`config.mk`:
```
export PLATFORM = sky130hd
export DESIGN_NAME = plc_address_text_parser
export DESIGN_NICKNAME = d
export VERILOG_FILES = /design/src/rtl/core/plcap_pkg.sv /design/src/rtl/core/plc_address_text_parser.sv
export SDC_FILE = /design/constraint.sdc
export NUM_CORES = 1
export LEC_CHECK = 0
export BUFFER_PORTS_ARGS = -buffer_cell sky130_fd_sc_hd__buf_2
export CAP_MARGIN = 20
export CORE_MARGIN = 1
export CORE_UTILIZATION = 40
export DETAILED_ROUTE_END_ITERATION = 6
export GPL_ROUTABILITY_DRIVEN = 1
export PLACE_DENSITY = 0.56
export SLEW_MARGIN = 20
export SYNTH_ARGS = -nofsm -noshare
export SYNTH_HDL_FRONTEND = slang
export SYNTH_SLANG_ARGS = --single-unit
```
`constraint.sdc`:
```
create_clock -name clk -period 6.15 [get_ports clk]
set_input_delay 1.23 -clock clk [delete_from_list [all_inputs] [get_ports clk]]
set_output_delay 1.23 -clock clk [all_outputs]
set_load 0.005 [all_outputs]
```
`src/rtl/core/plcap_pkg.sv`:
```
// ----------------------------------------------------------------------------
// plcap_pkg
// Types, codes and character constants for the direct-address text parser.
// ----------------------------------------------------------------------------
package plcap_pkg;

  typedef enum logic [2:0] {
    PH_START = 3'd0,
    PH_CAT   = 3'd1,
    PH_TYPE  = 3'd2,
    PH_INDEX = 3'd3,
    PH_DOT   = 3'd4,
    PH_BIT   = 3'd5
  } phase_t;

  localparam logic [2:0] ST_OK       = 3'd0;
  localparam logic [2:0] ST_BAD_FMT  = 3'd1;
  localparam logic [2:0] ST_IDX_OVF  = 3'd2;
  localparam logic [2:0] ST_BIT_RNG  = 3'd3;
  localparam logic [2:0] ST_BIT_TYPE = 3'd4;

  localparam logic [1:0] CAT_I = 2'd0;
  localparam logic [1:0] CAT_Q = 2'd1;
  localparam logic [1:0] CAT_M = 2'd2;
  localparam logic [1:0] CAT_S = 2'd3;

  localparam logic [2:0] TY_X = 3'd0;
  localparam logic [2:0] TY_B = 3'd1;
  localparam logic [2:0] TY_W = 3'd2;
  localparam logic [2:0] TY_D = 3'd3;
  localparam logic [2:0] TY_L = 3'd4;
  localparam logic [2:0] TY_R = 3'd5;
  localparam logic [2:0] TY_F = 3'd6;

  localparam logic [7:0] CH_PERCENT = 8'h25;
  localparam logic [7:0] CH_DOT     = 8'h2E;
  localparam logic [7:0] CH_ZERO    = 8'h30;
  localparam logic [7:0] CH_NINE    = 8'h39;
  localparam logic [7:0] CH_LOW_A   = 8'h61;
  localparam logic [7:0] CH_LOW_Z   = 8'h7A;
  localparam logic [7:0] CASE_GAP   = 8'h20;

  localparam logic [6:0] BIT_MAX = 7'd63;
  localparam logic [6:0] BIT_SAT = 7'd64;

  typedef struct packed {
    logic       hit;
    logic [2:0] code;
  } code_hit_t;

  function automatic code_hit_t category_code(input logic [7:0] u);
    code_hit_t r;
    r.hit  = 1'b1;
    r.code = 3'd0;
    case (u)
      8'h49:   r.code = {1'b0, CAT_I};
      8'h51:   r.code = {1'b0, CAT_Q};
      8'h4D:   r.code = {1'b0, CAT_M};
      8'h53:   r.code = {1'b0, CAT_S};
      default: r.hit  = 1'b0;
    endcase
    return r;
  endfunction

  function automatic code_hit_t type_code(input logic [7:0] u);
    code_hit_t r;
    r.hit  = 1'b1;
    r.code = TY_X;
    case (u)
      8'h58:   r.code = TY_X;
      8'h42:   r.code = TY_B;
      8'h57:   r.code = TY_W;
      8'h44:   r.code = TY_D;
      8'h4C:   r.code = TY_L;
      8'h52:   r.code = TY_R;
      8'h46:   r.code = TY_F;
      default: r.hit  = 1'b0;
    endcase
    return r;
  endfunction

  // log2 of the element size in bytes
  function automatic logic [1:0] type_shift(input logic [2:0] t);
    logic [1:0] s;
    case (t)
      TY_W:       s = 2'd1;
      TY_D, TY_R: s = 2'd2;
      TY_L, TY_F: s = 2'd3;
      default:    s = 2'd0;
    endcase
    return s;
  endfunction

endpackage

```
`src/rtl/core/plc_address_text_parser.sv`:
```
// ----------------------------------------------------------------------------
// plc_address_text_parser
// Character-serial parser for PLC direct-address text (%IX0.3, %MW12, ...).
// ----------------------------------------------------------------------------
//  channel | handshake             | payload
//  --------+-----------------------+---------------------------------------------
//  in      | in_valid / in_ready   | ch, has_char, last
//  out     | out_valid / out_ready | status, category, data_type, byte_offset,
//          |                       | bit_position, has_bit
//
//  One beat per cycle on the input; parse state updates in the accepting cycle.
//  A beat with last set loads the result register; it shows on out the next cycle.
//  in_ready drops only while a result sits in the output register and out_ready
//  is low. Synchronous reset clears the parse state and out_valid.
// ----------------------------------------------------------------------------
module plc_address_text_parser #(
  parameter int INDEX_BITS = 64
) (
  input  logic        clk,
  input  logic        rst,
  input  logic        in_valid,
  output logic        in_ready,
  input  logic [7:0]  ch,
  input  logic        has_char,
  input  logic        last,
  output logic        out_valid,
  input  logic        out_ready,
  output logic [2:0]  status,
  output logic [1:0]  category,
  output logic [2:0]  data_type,
  output logic [63:0] byte_offset,
  output logic [5:0]  bit_position,
  output logic        has_bit
);
  import plcap_pkg::*;

  localparam int IW = INDEX_BITS;

  phase_t          phase, phase_next;
  logic [1:0]      percent_seen, percent_seen_next;
  logic [1:0]      category_held, category_held_next;
  logic [2:0]      type_held, type_held_next;
  logic [IW-1:0]   index_value, index_value_next;
  logic            index_too_big, index_too_big_next;
  logic [6:0]      bit_value, bit_value_next;
  logic            bit_given, bit_given_next;
  logic            syntax_bad, syntax_bad_next;

  logic            accept;
  logic [7:0]      upper;
  logic            is_digit;
  logic [3:0]      digit;
  code_hit_t       cat_hit, ty_hit;
  logic [IW+3:0]   index_acc;
  logic [9:0]      bit_acc;
  logic            end_bad;
  logic [2:0]      res_status;
  logic [63:0]     offset_ext;

  assign accept   = in_valid && in_ready;
  assign in_ready = !out_valid || out_ready;

  assign upper    = (ch >= CH_LOW_A && ch <= CH_LOW_Z) ? ch - CASE_GAP : ch;
  assign is_digit = (ch >= CH_ZERO) && (ch <= CH_NINE);
  assign digit    = is_digit ? 4'(ch - CH_ZERO) : 4'd0;
  assign cat_hit  = category_code(upper);
  assign ty_hit   = type_code(upper);

  // index*10 + d; anything above IW bits is overflow
  assign index_acc = ({4'd0, index_value} << 3) + ({4'd0, index_value} << 1)
                   + (IW+4)'(digit);
  assign bit_acc   = ({3'd0, bit_value} << 3) + ({3'd0, bit_value} << 1) + 10'(digit);

  always_comb begin
    phase_next         = phase;
    percent_seen_next  = percent_seen;
    category_held_next = category_held;
    type_held_next     = type_held;
    index_value_next   = index_value;
    index_too_big_next = index_too_big;
    bit_value_next     = bit_value;
    bit_given_next     = bit_given;
    syntax_bad_next    = syntax_bad;

    if (has_char && !syntax_bad) begin
      case (phase)
        PH_START: begin
          if (ch == CH_PERCENT) begin
            if (percent_seen >= 2'd2) syntax_bad_next = 1'b1;
            else percent_seen_next = percent_seen + 2'd1;
          end else if (cat_hit.hit) begin
            category_held_next = cat_hit.code[1:0];
            phase_next         = PH_CAT;
          end else begin
            syntax_bad_next = 1'b1;
          end
        end
        PH_CAT, PH_TYPE, PH_INDEX: begin
          if (phase == PH_CAT && ty_hit.hit) begin
            type_held_next = ty_hit.code;
            phase_next     = PH_TYPE;
          end else if (is_digit) begin
            phase_next = PH_INDEX;
            if (!index_too_big) begin
              if (|index_acc[IW+3:IW]) begin
                index_too_big_next = 1'b1;
                index_value_next   = '0;
              end else begin
                index_value_next = index_acc[IW-1:0];
              end
            end
          end else if (ch == CH_DOT && phase == PH_INDEX) begin
            bit_given_next = 1'b1;
            phase_next     = PH_DOT;
          end else begin
            syntax_bad_next = 1'b1;
          end
        end
        PH_DOT, PH_BIT: begin
          if (is_digit) begin
            bit_value_next = (bit_acc > 10'(BIT_MAX)) ? BIT_SAT : bit_acc[6:0];
            phase_next     = PH_BIT;
          end else begin
            syntax_bad_next = 1'b1;
          end
        end
        default: syntax_bad_next = 1'b1;
      endcase
    end
  end

  assign end_bad = syntax_bad_next || phase_next == PH_START || phase_next == PH_DOT;

  always_comb begin
    if (end_bad)                                      res_status = ST_BAD_FMT;
    else if (index_too_big_next)                      res_status = ST_IDX_OVF;
    else if (bit_given_next && bit_value_next > BIT_MAX) res_status = ST_BIT_RNG;
    else if (bit_given_next && type_held_next != TY_X)   res_status = ST_BIT_TYPE;
    else                                              res_status = ST_OK;
  end

  assign offset_ext = 64'(index_value_next) << type_shift(type_held_next);

  always_ff @(posedge clk) begin
    if (rst) begin
      phase         <= PH_START;
      percent_seen  <= '0;
      category_held <= CAT_I;
      type_held     <= TY_X;
      index_value   <= '0;
      index_too_big <= 1'b0;
      bit_value     <= '0;
      bit_given     <= 1'b0;
      syntax_bad    <= 1'b0;
    end else if (accept) begin
      if (last) begin
        phase         <= PH_START;
        percent_seen  <= '0;
        category_held <= CAT_I;
        type_held     <= TY_X;
        index_value   <= '0;
        index_too_big <= 1'b0;
        bit_value     <= '0;
        bit_given     <= 1'b0;
        syntax_bad    <= 1'b0;
      end else begin
        phase         <= phase_next;
        percent_seen  <= percent_seen_next;
        category_held <= category_held_next;
        type_held     <= type_held_next;
        index_value   <= index_value_next;
        index_too_big <= index_too_big_next;
        bit_value     <= bit_value_next;
        bit_given     <= bit_given_next;
        syntax_bad    <= syntax_bad_next;
      end
    end
  end

  always_ff @(posedge clk) begin
    if (rst) begin
      out_valid <= 1'b0;
    end else if (accept && last) begin
      out_valid <= 1'b1;
    end else if (out_ready) begin
      out_valid <= 1'b0;
    end
  end

  // error results carry all-zero fields
  always_ff @(posedge clk) begin
    if (accept && last) begin
      status <= res_status;
      if (res_status == ST_OK) begin
        category     <= category_held_next;
        data_type    <= type_held_next;
        byte_offset  <= offset_ext;
        bit_position <= bit_given_next ? bit_value_next[5:0] : 6'd0;
        has_bit      <= bit_given_next;
      end else begin
        category     <= CAT_I;
        data_type    <= TY_X;
        byte_offset  <= '0;
        bit_position <= '0;
        has_bit      <= 1'b0;
      end
    end
  end

endmodule

```
==> flow_metrics.env, run 1 <==
export IMPL_synth_seq_area_share_pct=29.0
export IMPL_violations="negative setup slack"
export IMPL_cts_made_buffers=17
export IMPL_clock_root_buffer="clkbuf_16"
export IMPL_netlist_cell_type_count=82
export IMPL_clock_path_buffers=2
export IMPL_final_nets=2076
export IMPL_grt_usage_pct=26.6
export IMPL_place_hpwl_mm=36.5
export IMPL_period_needed_ps=6290
export IMPL_tightest_slew_ps=1440
export IMPL_timing_hold_ws_ps=487
export IMPL_antenna_found_initial=0
export IMPL_die_w_um=189
export IMPL_placedCellCount=2301
export IMPL_synthCells=1735
export IMPL_pre_cts_ws_ps=-723
export IMPL_synth_top_area_cell="edfxtp_1"
export IMPL_layout_commonest_cell="nand2_1"
export IMPL_rows=68
export IMPL_initial_core_util_pct=40.7
export IMPL_diodes=0
export IMPL_crit_start="ch[6]"
export IMPL_final_hold_violation_count=0
export IMPL_fmax_mhz=159
export IMPL_ant_nets=0
export IMPL_yosys_warnings=0
export IMPL_placed_cell_area_sq_mm=0.0159
export IMPL_final_area_sq_mm=0.0185
export IMPL_skew_ps=19.1
export IMPL_die_area_sq_mm=0.0359
export IMPL_cts_tree="yes"
export IMPL_layout_cells_non_filler=2383
export IMPL_core_area_sq_mm=0.0345
export IMPL_grt_overflow_total=0
export IMPL_finalMaxSlewViolations=0
export IMPL_leakage_nw=7.49
export IMPL_r2r_start="index_value[0]$_SDFFE_PP0P_"
export IMPL_clkTransAtPathRegs_ps=70
export IMPL_yosys_register_bits=164
export IMPL_io_buffers=94
export IMPL_power_density_mw_per_mm2=126
export IMPL_wl_mm=51.2
export IMPL_endpoint_kind="register"
export IMPL_required_ps=6470
export IMPL_layout_common_cells="233 x nand2_1, 157 x nor2_1, 141 x ha_1, 140 x a21oi_1, 138 x buf_4"
export IMPL_async_flop_share_pct=0
export IMPL_gp_congestion=0.910
export IMPL_area_growth_pct=31.9
export IMPL_peakVddDrop_uv=198
export IMPL_drt_iter0_markers=1347
export IMPL_critical_path_peak_fanout=8
export IMPL_tns_ps=-4180
export IMPL_post_synth_top_area_fraction_pct=16.9
export IMPL_maxCapViolations=0
export IMPL_syn_cell_area_sq_mm=0.0141
export IMPL_synth_edf_count=79
export IMPL_ys_flop_type="dfxtp_1"
export IMPL_hold_class="reg2reg"
export IMPL_total_power_mw=2.34
export IMPL_dieHeight_um=189
export IMPL_slew_headroom_pct=4.18
export IMPL_worstSetupPathType="in2reg"
export IMPL_synth_top_cells_by_area="edfxtp_1 17%, ha_1 13%, dfxtp_1 12%"
export IMPL_drc=0
export IMPL_crit_arrival_ps=6610
export IMPL_htreeDepth=4
export IMPL_clock_latency_ps=450
export IMPL_io_pins=95
export IMPL_dr_total_vias=14600
export IMPL_syn_avg_cell_area_sq_um=8.10
export IMPL_routedWlPerCell_um=21.5
export IMPL_cp_start_kind="primary input"
export IMPL_via_per_inst=6.11
export IMPL_finalWorstSetupSlack_ps=-139
export IMPL_post_route_util_pct=53.7
export IMPL_grt_max_degree=62
export IMPL_cts_num_sinks=164
export IMPL_grt_pass1_wl_mm=74.8
export IMPL_dr_pass1_iters=5
export IMPL_syn_nets=1896
export IMPL_worstHoldStart="bit_given$_SDFFE_PP0P_"
export IMPL_grt_pass1_vias=13300
export IMPL_setup_viol=75
export IMPL_drive_gt1_share_pct=27.3
export IMPL_finalCritPeriodShare_pct=102
export IMPL_outcome="finished with violations"
export IMPL_rsz0062_at_grt="yes"
## cell families (layout without fill, tap and decap cells)
family | after synthesis | after routing | synth area share, %
and+or+nand+nor | 623 | 623 | 20.9
AOI/OAI and AO/OA | 558 | 558 | 26.6
DFF | 164 | 164 | 29.0
buffers and inverters | 154 | 347 | 4.43
adders and majority gates | 147 | 147 | 13.3
xor gates and xnor gates | 66 | 66 | 4.11
muxes | 23 | 23 | 1.67
## worst paths after layout
kind	depth (start not counted)	to	slack, ps
worst max-delay path	26	byte_offset[43]$_SDFFCE_PP0P_	-140
worst min-delay path	2	bit_given$_SDFFE_PP0P_	490
worst max register to register	20	byte_offset[43]$_SDFFCE_PP0P_	970
worst min register to register	2	bit_given$_SDFFE_PP0P_	490
## state kept, by name, summed over array words and instances, names as in the netlist, 2 cells and up
register	cells
status	3
bit_position	6
type_held	3
category_held	2
data_type	3
phase	3
byte_offset	64
bit_value	7
percent_seen	2
category	2
index_value	64
## layout make-up
cell class                      count  area (sq um)
Clock buffer                       17           425
Clock inverter                     15           131
Fill cell                        3166         16000
Inverter                           32           126
Multi-Input combinational cell   1417         10800
Sequential cell                   164          4070
Tap cell                          455           569
Timing Repair Buffer              283          2420
## metal layers
metal | wire length [um] | GRT usage (%)
met1 | 23700 | 38.3
met2 | 23300 | 40.6
met3 | 3270 | 3.89
met4 | 987 | 8.16
met5 | 0 | 0
## power by group
| group | switching, mW | total (mW) | internal (mW) | leakage (nW) |
|---|---|---|---|---|
| Clock | 0.488 | 1.05 | 0.560 | 0.269 |
| Sequential | 0.00923 | 1.17 | 1.16 | 1.43 |
| Combinational | 0.0860 | 0.123 | 0.0369 | 5.79 |
| Total | 0.584 | 2.34 | 1.76 | 7.49 |
## critical path: stages
cell and delay [ps]:
buf_8 110, inv_6 50, ha_4 120, nor3b_4 180, o21ai_2 110, a21oi_4 190
nand2_2 100, fa_2 590, inv_2 50, ha_4 210, a211o_1 350, a211oi_4 310
buf_4 170, nor4_4 30, o31a_1 390, o21ba_4 250, or4_4 440, a31oi_4 250
xnor2_4 130, buf_12 150, buf_12 130, o21bai_4 270, nand3_4 160, buf_12 200
o32ai_2 270, buf_4 140
## cells in the mapped netlist (all sizes together) (15+ instances only)
master / count
a211oi: 29
a21o: 27
a21oi: 151
o211ai: 15
o22ai: 61
a22oi: 61
nor3b: 20
ha: 143
buf: 25
nand4: 24
o31ai: 17
mux2i: 19
inv: 32
nand3: 20
nor4: 35
o21ai: 79
nor2b: 15
nor2: 160
nand2: 235
nor3: 49
edfxtp: 79
xnor2: 37
clkbuf: 97
xor2: 29
dfxtp: 85
nand2b: 21
## what timing repair did
| action | CTS | global route |
|---|---|---|
| hold buffers | 0 | 0 |
| cloned | 1 | 8 |
| setup endpoints to repair | 113 | 134 |
| pin swaps | 5 | 108 |
| setup buffers | 4 | 41 |
| resized for setup | 31 | 238 |
No activity file was read; power rests on OpenSTA's default activity.
==> run 2: changes to the inputs <==
--- a/config.mk
+++ b/config.mk
@@ -9,9 +9,11 @@
 export CAP_MARGIN = 20
 export CORE_MARGIN = 1
 export CORE_UTILIZATION = 40
+export CTS_BUF_LIST = sky130_fd_sc_hd__clkbuf_4 sky130_fd_sc_hd__clkbuf_8 sky130_fd_sc_hd__clkbuf_16
 export DETAILED_ROUTE_END_ITERATION = 6
 export GPL_ROUTABILITY_DRIVEN = 1
 export PLACE_DENSITY = 0.56
+export RECOVER_POWER = 25
 export SLEW_MARGIN = 20
 export SYNTH_ARGS = -nofsm -noshare
 export SYNTH_HDL_FRONTEND = slang
==> run 2 against run 1 <==
Critical path depth is the same. Critical endpoint unchanged. First-iteration DRC count grew 5.6%. Die area is the same. Non-clock buffer count is the same. The flow still finishes with violations (negative setup slack).
==> flow_metrics.env, run 2 (synthesized netlist as in run 1, its figures left out) <==
export IMPL_required_ps=6470
export IMPL_rows=68
export IMPL_period_needed_ps=6280
export IMPL_ant_nets=0
export IMPL_pre_cts_ws_ps=-723
export IMPL_cp_start_kind="primary input"
export IMPL_gp_congestion=0.910
export IMPL_die_w_um=189
export IMPL_io_pins=95
export IMPL_die_area_sq_mm=0.0359
export IMPL_crit_start="ch[6]"
export IMPL_total_power_mw=2.34
export IMPL_cts_made_buffers=17
export IMPL_slew_headroom_pct=6.13
export IMPL_worstSetupPathType="in2reg"
export IMPL_via_per_inst=6.12
export IMPL_fmax_mhz=159
export IMPL_endpoint_kind="register"
export IMPL_hold_class="reg2reg"
export IMPL_final_hold_violation_count=0
export IMPL_wl_mm=51.3
export IMPL_clock_latency_ps=450
export IMPL_post_route_util_pct=53.6
export IMPL_crit_arrival_ps=6600
export IMPL_finalCritPeriodShare_pct=102
export IMPL_tightest_slew_ps=1410
export IMPL_layout_common_cells="233 x nand2_1, 157 x nor2_1, 141 x ha_1, 140 x a21oi_1, 138 x buf_4"
export IMPL_clock_root_buffer="clkbuf_16"
export IMPL_fillers=3180
export IMPL_grt_usage_pct=26.6
export IMPL_violations="negative setup slack"
export IMPL_tns_ps=-3620
export IMPL_diodes=0
export IMPL_top_regs="byte_offset (64), index_value (64), bit_value (7)"
export IMPL_drc=0
export IMPL_leakage_nw=7.40
export IMPL_clkTransAtPathRegs_ps=70
export IMPL_grt_pass1_vias=13300
export IMPL_timing_hold_ws_ps=487
export IMPL_initial_core_util_pct=40.7
export IMPL_cts_num_sinks=164
export IMPL_core_area_sq_mm=0.0345
export IMPL_layout_commonest_cell="nand2_1"
export IMPL_peakVddDrop_uv=199
export IMPL_outcome="finished with violations"
export IMPL_dr_total_vias=14600
export IMPL_grt_max_degree=62
export IMPL_finalMaxSlewViolations=0
export IMPL_worstHoldStart="bit_given$_SDFFE_PP0P_"
export IMPL_cts_tree="yes"
export IMPL_grt_pass1_wl_mm=74.8
export IMPL_io_buffers=94
export IMPL_skew_ps=18.3
export IMPL_final_nets=2076
export IMPL_power_density_mw_per_mm2=126
export IMPL_setup_viol=71
export IMPL_dr_pass1_iters=5
export IMPL_critical_path_peak_fanout=8
export IMPL_finalWorstSetupSlack_ps=-128
export IMPL_r2r_start="index_value[0]$_SDFFE_PP0P_"
export IMPL_dieHeight_um=189
export IMPL_rsz0062_at_grt="yes"
export IMPL_area_growth_pct=31.6
export IMPL_hold_buffers=0
export IMPL_clock_path_buffers=2
export IMPL_htreeDepth=4
export IMPL_drive_gt1_share_pct=25.5
export IMPL_routedWlPerCell_um=21.5
export IMPL_place_hpwl_mm=36.5
export IMPL_drt_iter0_markers=1423
export IMPL_maxCapViolations=0
export IMPL_antenna_found_initial=0
export IMPL_grt_overflow_total=0
## run 2: critical path, stage by stage
cell      delay (ps)
buf_8            110
inv_6             50
ha_4             120
nor3b_4          180
o21ai_2          110
a21oi_4          190
nand2_2          100
fa_2             590
inv_2             50
ha_4             210
a211o_1          350
a211oi_4         310
buf_4            170
nor4_4            30
o31a_1           380
o21ba_4          250
or4_4            440
a31oi_4          250
xnor2_4          140
buf_12           150
buf_12           130
o21bai_4         270
nand3_4          160
buf_12           200
o32ai_2          260
buf_4            140
## run 2: repair_timing
item	4_1_cts	5_1_grt
setup buffers	4	41
pin swaps	5	108
gates resized for setup	31	238
endpoints found under the setup margin	113	134
endpoints found under the hold margin	0	0
gates cloned	1	8
## run 2: final timing paths
| path | to | slack, ps | cells after the start |
|---|---|---|---|
| worst max-delay path | byte_offset[43]$_SDFFCE_PP0P_ | -130 | 26 |
| worst min-delay path | bit_given$_SDFFE_PP0P_ | 490 | 2 |
| worst max register to register | byte_offset[43]$_SDFFCE_PP0P_ | 980 | 20 |
| worst min register to register | bit_given$_SDFFE_PP0P_ | 490 | 2 |
## run 2: final cells by class
cell class | instances | area [sq um] | share of cell area [%]
clock buffer | 17 | 425 | 2.30
tap | 455 | 569 | 3.08
inverter | 32 | 126 | 0.683
timing repair buffer | 283 | 2380 | 12.8
multi-input combinational | 1417 | 10800 | 58.4
clock inverter | 15 | 131 | 0.710
sequential | 164 | 4070 | 22.0
## run 2: report_power, final
group / switching (mW) / leakage (nW) / internal (mW)
combinational: 0.0858 / 5.69 / 0.0349
clock: 0.488 / 0.269 / 0.560
sequential: 0.00962 / 1.43 / 1.16
## run 2: routing by layer
metal | track usage [%] | up-vias | wire (um)
met4 | 8.16 | 0 | 1030
met1 | 38.3 | 7109 | 23800
li1 | - | 6881 | -
met2 | 40.6 | 528 | 23300
met3 | 3.89 | 63 | 3140
met5 | 0 | - | 0
## run 2: per-stage QoR
step	area, sq um	std cells
finish	18500	2383
global placement	15900	2301
global route	18500	2383
detailed placement	15900	2301
CTS	16700	2338
floorplan	14100	1735
